==> src/rtl/core/lrs_pkg.sv <==
// Shared constants and types for the linear interpolation resampler.
// Used by every module under rtl/core except lrs_fifo; depends on nothing.
`timescale 1ns / 1ps
`default_nettype none

package lrs_pkg;

	localparam int SAMPLE_BITS = 24;
	localparam int FRAC_BITS   = 16;
	localparam int STEP_BITS   = 23;
	localparam int COUNT_BITS  = 32;
	localparam int MAX_RESULTS = 64;
	localparam int QUEUE_DEPTH = 4;

	localparam logic [STEP_BITS-1:0]  STEP_RESET  = 23'd65536;
	localparam logic [COUNT_BITS-1:0] COUNT_RESET = 32'd0;

	localparam logic REG_STEP  = 1'b0;
	localparam logic REG_COUNT = 1'b1;

	typedef struct packed {
		logic pair;
		logic last;
		logic neg;
	} cmd_ctl_t;

endpackage

`default_nettype wire

==> src/rtl/core/lrs_fifo.sv <==
// Small register queue between the front and back parts of the resampler.
// Standalone; no package dependencies.
`timescale 1ns / 1ps
`default_nettype none

module lrs_fifo #(
	parameter int WIDTH = 8,
	parameter int DEPTH = 4
) (
	input  wire logic             clk,
	input  wire logic             arst_n,
	input  wire logic             push,
	input  wire logic [WIDTH-1:0] wr_data,
	input  wire logic             pop,
	output logic      [WIDTH-1:0] rd_data,
	output logic                  full,
	output logic                  empty
);

	localparam int PTR_W = (DEPTH > 1) ? $clog2(DEPTH) : 1;
	localparam int CNT_W = $clog2(DEPTH + 1);

	logic [WIDTH-1:0] mem_q [DEPTH];
	logic [PTR_W-1:0] wr_ptr_q;
	logic [PTR_W-1:0] rd_ptr_q;
	logic [CNT_W-1:0] count_q;

	assign full    = (count_q == CNT_W'(DEPTH));
	assign empty   = (count_q == '0);
	assign rd_data = mem_q[rd_ptr_q];

	always_ff @(posedge clk) begin
		if (push) begin
			mem_q[wr_ptr_q] <= wr_data;
		end
	end

	always_ff @(posedge clk or negedge arst_n) begin
		if (!arst_n) begin
			wr_ptr_q <= '0;
			rd_ptr_q <= '0;
			count_q  <= '0;
		end else begin
			if (push) begin
				wr_ptr_q <= (wr_ptr_q == PTR_W'(DEPTH - 1)) ? '0 : wr_ptr_q + 1'b1;
			end
			if (pop) begin
				rd_ptr_q <= (rd_ptr_q == PTR_W'(DEPTH - 1)) ? '0 : rd_ptr_q + 1'b1;
			end
			if (push && !pop) begin
				count_q <= count_q + 1'b1;
			end else if (pop && !push) begin
				count_q <= count_q - 1'b1;
			end
		end
	end

endmodule

`default_nettype wire

==> src/rtl/core/lrs_front.sv <==
// Front part: accepts source samples, keeps the previous one and queues
// interpolation commands. Depends on lrs_pkg.
`timescale 1ns / 1ps
`default_nettype none

module lrs_front #(
	parameter int SAMPLE_BITS = lrs_pkg::SAMPLE_BITS
) (
	input  wire logic                   clk,
	input  wire logic                   arst_n,
	input  wire logic                   in_valid,
	output logic                        in_ready,
	input  wire logic [SAMPLE_BITS-1:0] in_sample,
	input  wire logic                   in_last,
	input  wire logic                   q_full,
	output logic                        q_push,
	output lrs_pkg::cmd_ctl_t           q_ctl,
	output logic      [SAMPLE_BITS-1:0] q_a,
	output logic      [SAMPLE_BITS-1:0] q_b,
	output logic      [SAMPLE_BITS-1:0] q_mag
);

	logic [SAMPLE_BITS-1:0] prev_q;
	logic                   have_q;
	logic                   accept;
	logic [SAMPLE_BITS:0]   diff_ba;
	logic [SAMPLE_BITS:0]   diff_ab;

	assign in_ready = !q_full;
	assign accept   = in_valid && !q_full;
	assign q_push   = accept && (have_q || in_last);

	assign diff_ba = {in_sample[SAMPLE_BITS-1], in_sample} - {prev_q[SAMPLE_BITS-1], prev_q};
	assign diff_ab = {prev_q[SAMPLE_BITS-1], prev_q} - {in_sample[SAMPLE_BITS-1], in_sample};

	assign q_ctl.pair = have_q;
	assign q_ctl.last = in_last;
	assign q_ctl.neg  = diff_ba[SAMPLE_BITS];
	assign q_a        = prev_q;
	assign q_b        = in_sample;
	assign q_mag      = diff_ba[SAMPLE_BITS] ? diff_ab[SAMPLE_BITS-1:0]
	                                         : diff_ba[SAMPLE_BITS-1:0];

	always_ff @(posedge clk or negedge arst_n) begin
		if (!arst_n) begin
			prev_q <= '0;
			have_q <= 1'b0;
		end else if (accept) begin
			if (in_last) begin
				prev_q <= '0;
				have_q <= 1'b0;
			end else begin
				prev_q <= in_sample;
				have_q <= 1'b1;
			end
		end
	end

endmodule

`default_nettype wire

==> src/rtl/core/lrs_back.sv <==
// Back part: walks output positions per command, interpolates through a
// multiply pipeline and holds one result to mark the end of each run.
// Depends on lrs_pkg.
`timescale 1ns / 1ps
`default_nettype none

module lrs_back #(
	parameter int SAMPLE_BITS = lrs_pkg::SAMPLE_BITS,
	parameter int FRAC_BITS   = lrs_pkg::FRAC_BITS
) (
	input  wire logic                           clk,
	input  wire logic                           arst_n,
	input  wire logic [lrs_pkg::STEP_BITS-1:0]  step,
	input  wire logic [lrs_pkg::COUNT_BITS-1:0] out_count,
	input  wire logic                           q_empty,
	output logic                                q_pop,
	input  wire lrs_pkg::cmd_ctl_t              q_ctl,
	input  wire logic [SAMPLE_BITS-1:0]         q_a,
	input  wire logic [SAMPLE_BITS-1:0]         q_b,
	input  wire logic [SAMPLE_BITS-1:0]         q_mag,
	output logic                                out_valid,
	input  wire logic                           out_ready,
	output logic      [SAMPLE_BITS-1:0]         out_sample,
	output logic                                out_run_end,
	output logic                                out_chan_end
);

	localparam int STEP_BITS  = lrs_pkg::STEP_BITS;
	localparam int COUNT_BITS = lrs_pkg::COUNT_BITS;
	localparam int PHASE_BITS = ((FRAC_BITS > STEP_BITS) ? FRAC_BITS : STEP_BITS) + 1;
	localparam int CNT_W      = $clog2(lrs_pkg::MAX_RESULTS + 1);
	localparam int PROD_W     = SAMPLE_BITS + FRAC_BITS;

	localparam logic [PHASE_BITS-1:0] ONE_POS   = PHASE_BITS'(1) << FRAC_BITS;
	localparam logic [PROD_W:0]       ROUND_ADD = (PROD_W + 1)'(1) << (FRAC_BITS - 1);

	localparam logic [1:0] ST_IDLE = 2'd0;
	localparam logic [1:0] ST_PAIR = 2'd1;
	localparam logic [1:0] ST_HOLD = 2'd2;
	localparam logic [1:0] ST_TAIL = 2'd3;

	logic [1:0]             st_q;
	logic [1:0]             nst;
	logic [PHASE_BITS-1:0]  phase_q;
	logic [COUNT_BITS-1:0]  idx_q;
	logic [CNT_W-1:0]       cnt_q;
	logic [SAMPLE_BITS-1:0] a_q;
	logic [SAMPLE_BITS-1:0] b_q;
	logic [SAMPLE_BITS-1:0] mag_q;
	logic                   neg_q;
	logic                   last_q;

	logic                   go;
	logic                   in_unit;
	logic                   left;
	logic                   full;
	logic                   chend;
	logic [STEP_BITS-1:0]   st_eff;
	logic                   adv;
	logic                   fin;
	logic                   pair_end;
	logic                   tok_fv;
	logic                   tok_dn;
	logic [SAMPLE_BITS-1:0] tok_a;
	logic [SAMPLE_BITS-1:0] tok_mag;
	logic                   tok_neg;

	logic                   fv_s1, dn_s1, chend_s1, neg_s1;
	logic [SAMPLE_BITS-1:0] a_s1, mag_s1;
	logic [FRAC_BITS-1:0]   frac_s1;
	logic                   fv_s2, dn_s2, chend_s2, neg_s2;
	logic [SAMPLE_BITS-1:0] a_s2;
	logic [PROD_W-1:0]      prod_s2;
	logic                   fv_s3, dn_s3, chend_s3;
	logic [SAMPLE_BITS-1:0] res_s3;

	logic [PROD_W:0]        rsum;
	logic [SAMPLE_BITS:0]   rmag;
	logic [SAMPLE_BITS:0]   a_ext;
	logic [SAMPLE_BITS:0]   res_w;

	logic                   pend_v_q;
	logic [SAMPLE_BITS-1:0] pend_sample_q;
	logic                   pend_chend_q;
	logic                   out_v_q;
	logic [SAMPLE_BITS-1:0] out_sample_q;
	logic                   out_run_end_q;
	logic                   out_chan_end_q;

	assign go      = !out_v_q || out_ready;
	assign in_unit = (phase_q[PHASE_BITS-1:FRAC_BITS] == '0);
	assign left    = (idx_q < out_count);
	assign full    = (cnt_q == CNT_W'(lrs_pkg::MAX_RESULTS));
	assign chend   = (idx_q == out_count - 1'b1);
	assign st_eff  = (step == '0) ? STEP_BITS'(1) : step;
	assign q_pop   = go && (st_q == ST_IDLE) && !q_empty;

	always_comb begin
		nst      = st_q;
		adv      = 1'b0;
		fin      = 1'b0;
		pair_end = 1'b0;
		tok_fv   = 1'b0;
		tok_dn   = 1'b0;
		tok_a    = '0;
		tok_mag  = '0;
		tok_neg  = 1'b0;
		unique case (st_q)
			ST_IDLE: begin
				if (!q_empty) begin
					nst = q_ctl.pair ? ST_PAIR : ST_HOLD;
				end
			end
			ST_PAIR: begin
				tok_a   = a_q;
				tok_mag = mag_q;
				tok_neg = neg_q;
				if (last_q && full) begin
					fin = 1'b1;
				end else if (in_unit && left) begin
					adv    = 1'b1;
					tok_fv = !full;
				end else begin
					pair_end = 1'b1;
					if (last_q) begin
						nst = ST_HOLD;
					end else begin
						tok_dn = 1'b1;
						nst    = ST_IDLE;
					end
				end
			end
			ST_HOLD: begin
				tok_a = b_q;
				if (full) begin
					fin = 1'b1;
				end else if (in_unit && left) begin
					adv    = 1'b1;
					tok_fv = 1'b1;
				end else begin
					nst = ST_TAIL;
				end
			end
			ST_TAIL: begin
				if (full || !left) begin
					fin = 1'b1;
				end else begin
					adv    = 1'b1;
					tok_fv = 1'b1;
				end
			end
			default: begin
				nst = ST_IDLE;
			end
		endcase
		if (fin) begin
			tok_dn = 1'b1;
			nst    = ST_IDLE;
		end
	end

	always_ff @(posedge clk or negedge arst_n) begin
		if (!arst_n) begin
			st_q    <= ST_IDLE;
			phase_q <= '0;
			idx_q   <= '0;
			cnt_q   <= '0;
			last_q  <= 1'b0;
		end else if (go) begin
			st_q <= nst;
			if (q_pop) begin
				cnt_q  <= '0;
				last_q <= q_ctl.last;
			end else if (adv && tok_fv) begin
				cnt_q <= cnt_q + 1'b1;
			end
			if (fin) begin
				phase_q <= '0;
				idx_q   <= '0;
			end else if (adv) begin
				phase_q <= phase_q + PHASE_BITS'(st_eff);
				idx_q   <= idx_q + 1'b1;
			end else if (pair_end) begin
				phase_q <= in_unit ? '0 : phase_q - ONE_POS;
			end
		end
	end

	always_ff @(posedge clk) begin
		if (q_pop) begin
			a_q   <= q_a;
			b_q   <= q_b;
			mag_q <= q_mag;
			neg_q <= q_ctl.neg;
		end
	end

	// interpolation pipeline
	assign rsum  = {1'b0, prod_s2} + ROUND_ADD;
	assign rmag  = rsum[PROD_W:FRAC_BITS];
	assign a_ext = {a_s2[SAMPLE_BITS-1], a_s2};
	assign res_w = neg_s2 ? a_ext - rmag : a_ext + rmag;

	always_ff @(posedge clk or negedge arst_n) begin
		if (!arst_n) begin
			fv_s1 <= 1'b0;
			dn_s1 <= 1'b0;
			fv_s2 <= 1'b0;
			dn_s2 <= 1'b0;
			fv_s3 <= 1'b0;
			dn_s3 <= 1'b0;
		end else if (go) begin
			fv_s1 <= tok_fv;
			dn_s1 <= tok_dn;
			fv_s2 <= fv_s1;
			dn_s2 <= dn_s1;
			fv_s3 <= fv_s2;
			dn_s3 <= dn_s2;
		end
	end

	always_ff @(posedge clk) begin
		if (go) begin
			chend_s1 <= chend;
			a_s1     <= tok_a;
			mag_s1   <= tok_mag;
			neg_s1   <= tok_neg;
			frac_s1  <= phase_q[FRAC_BITS-1:0];
			chend_s2 <= chend_s1;
			a_s2     <= a_s1;
			neg_s2   <= neg_s1;
			prod_s2  <= PROD_W'(mag_s1) * PROD_W'(frac_s1);
			chend_s3 <= chend_s2;
			res_s3   <= res_w[SAMPLE_BITS-1:0];
		end
	end

	// hold one result until the next one or the end of its run shows up
	always_ff @(posedge clk or negedge arst_n) begin
		if (!arst_n) begin
			pend_v_q <= 1'b0;
			out_v_q  <= 1'b0;
		end else if (go) begin
			if (fv_s3) begin
				out_v_q  <= pend_v_q;
				pend_v_q <= 1'b1;
			end else if (dn_s3) begin
				out_v_q  <= pend_v_q;
				pend_v_q <= 1'b0;
			end else begin
				out_v_q <= 1'b0;
			end
		end
	end

	always_ff @(posedge clk) begin
		if (go) begin
			out_sample_q   <= pend_sample_q;
			out_chan_end_q <= pend_chend_q;
			out_run_end_q  <= dn_s3;
			if (fv_s3) begin
				pend_sample_q <= res_s3;
				pend_chend_q  <= chend_s3;
			end
		end
	end

	assign out_valid    = out_v_q;
	assign out_sample   = out_sample_q;
	assign out_run_end  = out_run_end_q;
	assign out_chan_end = out_chan_end_q;

	a_cnt_bound: assert property (@(posedge clk) disable iff (!arst_n)
		cnt_q <= CNT_W'(lrs_pkg::MAX_RESULTS))
		else $error("result count past limit");

	a_tail_needs_last: assert property (@(posedge clk) disable iff (!arst_n)
		(st_q == ST_HOLD || st_q == ST_TAIL) |-> last_q)
		else $error("hold or tail walk without a last sample");

	a_token_kind: assert property (@(posedge clk) disable iff (!arst_n)
		!(fv_s1 && dn_s1))
		else $error("frame and end marker in one token");

	a_run_flush: assert property (@(posedge clk) disable iff (!arst_n)
		(go && dn_s3) |=> !pend_v_q)
		else $error("held result survives end of run");

	a_pop_load: assert property (@(posedge clk) disable iff (!arst_n)
		q_pop |=> (st_q == ST_PAIR || st_q == ST_HOLD))
		else $error("command fetch did not start a walk");

endmodule

`default_nettype wire

==> src/rtl/core/linear_interp_resampler.sv <==
// Linear interpolation sample rate converter, one channel at a time.
//
// Slave stream s_*: one source sample per transfer, s_tlast on the final
// sample of a channel. Master stream m_*: interpolated samples, m_tlast on
// the last result caused by one source sample, m_tuser on the final output
// frame of the channel. APB port: step at 0x0 (23 bits, 16 fraction bits,
// source frames per output frame) and out_count at 0x4 (frames per channel).
// Write registers only while the block is idle.
// The position walker in the back part handles a source sample as a command
// fetch, a walk over each output position it covers (emitted or dropped
// past 64) and a closing step, and fetches no new command before the walk ends.
// A final sample also walks the frames that hold the last value and the
// zero-filled remainder, at most 64 results per sample.
// Results pass stages s1 to s3, the held-result and the output register.
// A four-entry command queue lets intake continue while results wait.
// Reset clears the channel state, step to unity and out_count to zero.
// While m_tvalid is high and m_tready low the back part holds; the front
// keeps accepting samples until the queue is full.
// Depends on lrs_pkg, lrs_fifo, lrs_front and lrs_back.
`timescale 1ns / 1ps
`default_nettype none

module linear_interp_resampler #(
	parameter int SAMPLE_BITS = lrs_pkg::SAMPLE_BITS,
	parameter int FRAC_BITS   = lrs_pkg::FRAC_BITS
) (
	input  wire logic                                 clk,
	input  wire logic                                 arst_n,
	input  wire logic                                 s_tvalid,
	output logic                                      s_tready,
	input  wire logic [((SAMPLE_BITS+7)/8)*8-1:0]     s_tdata,  // sample_in
	input  wire logic                                 s_tlast,  // last_in
	output logic                                      m_tvalid,
	input  wire logic                                 m_tready,
	output logic      [((SAMPLE_BITS+7)/8)*8-1:0]     m_tdata,  // sample_out
	output logic                                      m_tlast,  // run_end
	output logic                                      m_tuser,  // channel_end
	input  wire logic                                 psel,
	input  wire logic                                 penable,
	input  wire logic                                 pwrite,
	input  wire logic [2:0]                           paddr,
	input  wire logic [31:0]                          pwdata,
	output logic      [31:0]                          prdata,
	output logic                                      pready
);

	localparam int TDATA_W = ((SAMPLE_BITS + 7) / 8) * 8;
	localparam int CTL_W   = $bits(lrs_pkg::cmd_ctl_t);
	localparam int CMD_W   = CTL_W + 3 * SAMPLE_BITS;

	logic [lrs_pkg::STEP_BITS-1:0]  step_q;
	logic [lrs_pkg::COUNT_BITS-1:0] out_count_q;
	logic                           cfg_wr;

	logic                   q_push, q_pop, q_full, q_empty;
	lrs_pkg::cmd_ctl_t      push_ctl, pop_ctl;
	logic [SAMPLE_BITS-1:0] push_a, push_b, push_mag;
	logic [SAMPLE_BITS-1:0] pop_a, pop_b, pop_mag;
	logic [CMD_W-1:0]       pop_data;
	logic [SAMPLE_BITS-1:0] out_sample;

	assign pready = 1'b1;
	assign cfg_wr = psel && penable && pwrite;

	always_ff @(posedge clk or negedge arst_n) begin
		if (!arst_n) begin
			step_q      <= lrs_pkg::STEP_RESET;
			out_count_q <= lrs_pkg::COUNT_RESET;
		end else if (cfg_wr) begin
			unique case (paddr[2])
				lrs_pkg::REG_STEP:  step_q      <= pwdata[lrs_pkg::STEP_BITS-1:0];
				lrs_pkg::REG_COUNT: out_count_q <= pwdata;
				default: ;
			endcase
		end
	end

	always_comb begin
		unique case (paddr[2])
			lrs_pkg::REG_STEP:  prdata = 32'(step_q);
			lrs_pkg::REG_COUNT: prdata = out_count_q;
			default:            prdata = '0;
		endcase
	end

	lrs_front #(
		.SAMPLE_BITS(SAMPLE_BITS)
	) u_front (
		.clk      (clk),
		.arst_n   (arst_n),
		.in_valid (s_tvalid),
		.in_ready (s_tready),
		.in_sample(s_tdata[SAMPLE_BITS-1:0]),
		.in_last  (s_tlast),
		.q_full   (q_full),
		.q_push   (q_push),
		.q_ctl    (push_ctl),
		.q_a      (push_a),
		.q_b      (push_b),
		.q_mag    (push_mag)
	);

	lrs_fifo #(
		.WIDTH(CMD_W),
		.DEPTH(lrs_pkg::QUEUE_DEPTH)
	) u_queue (
		.clk    (clk),
		.arst_n (arst_n),
		.push   (q_push),
		.wr_data({push_ctl, push_a, push_b, push_mag}),
		.pop    (q_pop),
		.rd_data(pop_data),
		.full   (q_full),
		.empty  (q_empty)
	);

	assign {pop_ctl, pop_a, pop_b, pop_mag} = pop_data;

	lrs_back #(
		.SAMPLE_BITS(SAMPLE_BITS),
		.FRAC_BITS  (FRAC_BITS)
	) u_back (
		.clk         (clk),
		.arst_n      (arst_n),
		.step        (step_q),
		.out_count   (out_count_q),
		.q_empty     (q_empty),
		.q_pop       (q_pop),
		.q_ctl       (pop_ctl),
		.q_a         (pop_a),
		.q_b         (pop_b),
		.q_mag       (pop_mag),
		.out_valid   (m_tvalid),
		.out_ready   (m_tready),
		.out_sample  (out_sample),
		.out_run_end (m_tlast),
		.out_chan_end(m_tuser)
	);

	assign m_tdata = TDATA_W'(out_sample);

endmodule

`default_nettype wire
==> config.mk <==
export PLATFORM = sky130hd
export DESIGN_NAME = linear_interp_resampler
export DESIGN_NICKNAME = d
export VERILOG_FILES = /design/src/rtl/core/lrs_pkg.sv /design/src/rtl/core/lrs_fifo.sv /design/src/rtl/core/lrs_front.sv /design/src/rtl/core/lrs_back.sv /design/src/rtl/core/linear_interp_resampler.sv
export SDC_FILE = /design/constraint.sdc
export NUM_CORES = 2
export LEC_CHECK = 0
export ABC_AREA = 1
export BUFFER_PORTS_ARGS = -buffer_cell sky130_fd_sc_hd__buf_2
export CORE_MARGIN = 5
export CORE_UTILIZATION = 45
export DETAILED_ROUTE_END_ITERATION = 10
export PLACE_DENSITY = 0.63
export SLEW_MARGIN = 10
export SYNTH_ARGS = -nofsm -noshare
export SYNTH_HDL_FRONTEND = slang
export SYNTH_SLANG_ARGS = --single-unit
==> constraint.sdc <==
create_clock -name clk -period 9.8 [get_ports clk]
set_input_delay 0.98 -clock clk [delete_from_list [all_inputs] [get_ports clk]]
set_output_delay 0.98 -clock clk [all_outputs]
set_load 0.02 [all_outputs]
==> summary.txt <==
Final layout
  – Nets: between 6,000 and 7,000
  – Most common cell after layout, fill and taps aside: nand2_1
  – Area grow syn2layout: 9.432%
  – Commonest cells after routing, fill and taps aside: nand2_1, inv_1, edfxtp_1
  – Sequential cell area: roughly 21,000 µm²
  – Layout cells sized above 1: between 6 and 7%
  – Fin util: roughly half
  – Final Non-Filler Cells: between 6,000 and 7,000
  – Filler cell count in the final layout: 9,883
  – Area occupied by multi-input gates: approximately 23,000 µm²

Route
  – DRT Wirelength: 123.6 mm
  – Post-route ant nets: 0
  – DR iter-0 viols: about 3,000
  – Avg WL per Cell: 18.06 µm
  – Via/cell ratio: ~5.2
  – Via count: between 30,000 and 40,000
  – DRC violations left: 0
  – Pre-antenna DRT Iters: 6

Flow run
  – Max Cap Viol: 0

Clock network
  – Num CTS Buffers: 78
  – TritonCTS clock tree: yes
  – Clock tree buffer depth: 3
  – Root Driver: clkbuf_16
  – Cts-stage hold buffer count: 0
  – Postcts setup bufs: 0
  – CTS Sinks: a little over 700
  – Worst-skew pair later-pin latency: 680 ps
  – Gates resized, CTS repair: 0
  – H-tree levels: 3
  – Clk pin slew, worst setup/hold paths: about 60 ps

Outcome
  – Run status: completed

Min path
  – Min-Delay Path Class: input pin to async pin

STA
  – Max frequency: 147.3 MHz
  – Final Max Slew Viols: 0
  – Slew @ Worst Pin: about 1200 ps
  – Unrepaired setup endpoints after global routing: false
  – Hold Violations, Final: 0
  – Min Tclk post-route: 6790 ps
  – Fin crit share: between 60% and 70%
  – Final setup TNS: 0 ps
  – Worst Skew: between 50 and 60 ps
  – Final setup fails: 0
  – Relative slew slack: between 10% and 20%

Synth
  – Avg Cell Area, Syn: 9.090 µm²
  – Syn_nets: roughly 6,000
  – Area leader, netlist: edfxtp_1
  – Post-Syn Area: 48,550 µm²
  – Seq/Total Area, Yosys: a little over two fifths
  – Count of cell types in the netlist: 60
  – Yosys top cell area share: 35.01%
  – Asr flop ratio synth: 22.15%
  – Yosys reg bits: roughly 730
  – Cells after Synth: 5,341
  – Dominant cells by area after synthesis: edfxtp_1, fa_1, nand2_1, dfrtp_1, inv_1
  – Synthesis Warnings: 0
  – Post-synth EDFFs: 566
  – Synth Flop Type: edfxtp_1

Power and ir drop
  – Pwr Total: roughly 15 mW
  – Maximum vdd ir drop: ~0.27 mV
  – Fraction of power consumed by sequential logic: approximately 37%
  – Power per cell area: around 290 nW/µm²
  – Sw Ratio: about 44%
  – Internal: 8.533 mW
  – Combinational share of power: 43.1%
  – P_leak: roughly 25 nW
  – Clock power share: between 20% and 30%
  – Psw: between 6 and 7 mW

Placement
  – Post-Place Cells: approximately 6,700
  – PortBufs: between 100 and 150
  – Placer Congestion: between 0.9 and 1
  – Final HPWL DP: 90.86 mm

Global route
  – Total GRT Usage: 21.38%
  – GRT overflow: 0
  – Largest net degree at the start of global routing: 92
  – Initial antenna violation count: 7
  – First-pass GRT wire length: roughly 200 mm
  – Vias in the first global route: approximately 35,000

Floorplanning
  – Core Region: between 100,000 and 150,000 µm²
  – Die Y: approximately 340 µm
  – Initial Utilization: between 40% and 50%
  – Die width: around 340 µm
  – FP Rows: 120
  – Die ar.: roughly 110,000 µm²
  – I/O Pins: 128

Setup path
  – CP endpoint kind: register
  – Critical Path Slowest Stage Cell: edfxtp_1
  – CP Launch Type: register
  – CP cell instances: nand2_1, fa_1, inv_1, fa_1, inv_1, fa_1, inv_1, fa_1, fa_1, inv_1, fa_1, inv_1, ha_1, nand2_1, nor2_1, nand2_1, nor4_1, a21oi_1, inv_1, a21oi_1, xnor2_1
  – Setup CP Type: register to register
  – CP arrival: ~7200 ps
  – CP peak stage delay: between 1000 and 1500 ps
  – CP required: between 10,000 and 15,000 ps
  – Top delay family on crit path: adder cells
  – Bufs and invs on worst path: 6
  – Crit Path Max Fanout: 24
[power by group through the flow]
stage | clock [mW] | combinational, mW | sequential (mW)
finish | 3.06 | 6.53 | 5.58
detailed placement | 0 | 6.53 | 5.63
floorplan | 0 | 4.77 | 5.11
global placement | 0 | 6.44 | 5.60
CTS | 3.13 | 6.58 | 5.57
global route | 3.25 | 7.36 | 5.67
[path summary, 6_finish.rpt]
kind / endpoint / slack [ps] / depth (start not counted) / from
max: u_back.prod_s2[30] / 3010 / 21 / u_back.frac_s1[5]
min: out_count_q[4] / 270 / 1 / arst_n
max reg2reg: u_back.prod_s2[30] / 3010 / 21 / u_back.frac_s1[5]
min reg2reg: u_back.out_sample[6] / 420 / 0 / u_back.pend_sample_q[6]
max in group asynchronous: u_queue.rd_ptr_q[0] / 8220 / 2 / arst_n
min in group clk: u_back.out_sample[6] / 420 / 0 / u_back.pend_sample_q[6]
[area by class of cell]
type / instances / area share (%)
clock buffer: 99 / 3.992
clock inverter: 45 / 1.064
sequential: 727 / 39.59
antenna: 1 / 0.004710
multi-input combinational: 3483 / 43.78
timing repair buffer: 166 / 1.773
inverter: 916 / 6.493
tap: 1403 / 3.304
[per-layer routing]
layer	vias up	wire [µm]	GRT usage (%)
met5	-	17	0
met4	2	3197	5.533
met3	160	7779	2.981
met2	1021	56640	34.49
met1	17367	55920	30.66
li1	17201	-	-
[per-stage QoR]
step / hold WS (ps) / instance area, µm² / setup WS [ps]
floorplan: 400.3 / 48550 / 3321
global placement: 402.9 / 50440 / 3230
detailed placement: 404.5 / 50440 / 3177
CTS: 250.8 / 53130 / 3122
global route: 287.5 / 53130 / 2715
finish: 266.7 / 53130 / 3010
[registers in the layout, summed over array words and instances (netlist names), 25 cells and up]
signal          cells
u_back.prod_s2     25
u_back.idx_q       32
out_count_q        32
u_queue.mem_q     300
[cell families (layout without fill, tap and decap cells)]
family          after synthesis  count (layout)  synth area share [%]
mux                           2               2               0.04381
buf+inv                    1131            1226                 8.865
compound gates              780             780                 8.770
flops                       727             727                 43.31
other cells                   1               2              0.007724
fa+ha+maj                   563             563                 19.30
xor+xnor                    181             181                 3.294
simple gates               1956            1956                 16.41
[cell usage after synthesis, drive strengths merged, types with 2 or more instances]
| library cell | n |
|---|---|
| nand2 | 1212 |
| inv | 914 |
| edfxtp | 566 |
| nor2 | 456 |
| o21ai | 376 |
| fa | 310 |
| ha | 253 |
| a21oi | 221 |
| clkbuf | 186 |
| dfrtp | 160 |
| nand3 | 140 |
| xor2 | 123 |
| o22ai | 98 |
| nor3 | 65 |
| xnor2 | 57 |
| nand4 | 42 |
| buf | 29 |
| a21o | 16 |
| a31oi | 16 |
| nor4 | 16 |
| o21bai | 15 |
| o21a | 11 |
| o211ai | 10 |
| nand3b | 9 |
| or2 | 5 |
| a221oi | 4 |
| and3 | 4 |
| a211oi | 3 |
| a21boi | 3 |
| nor3b | 3 |
| o31ai | 3 |
| clkinv | 2 |
| or3 | 2 |
(Power assumes the default switching activity.)
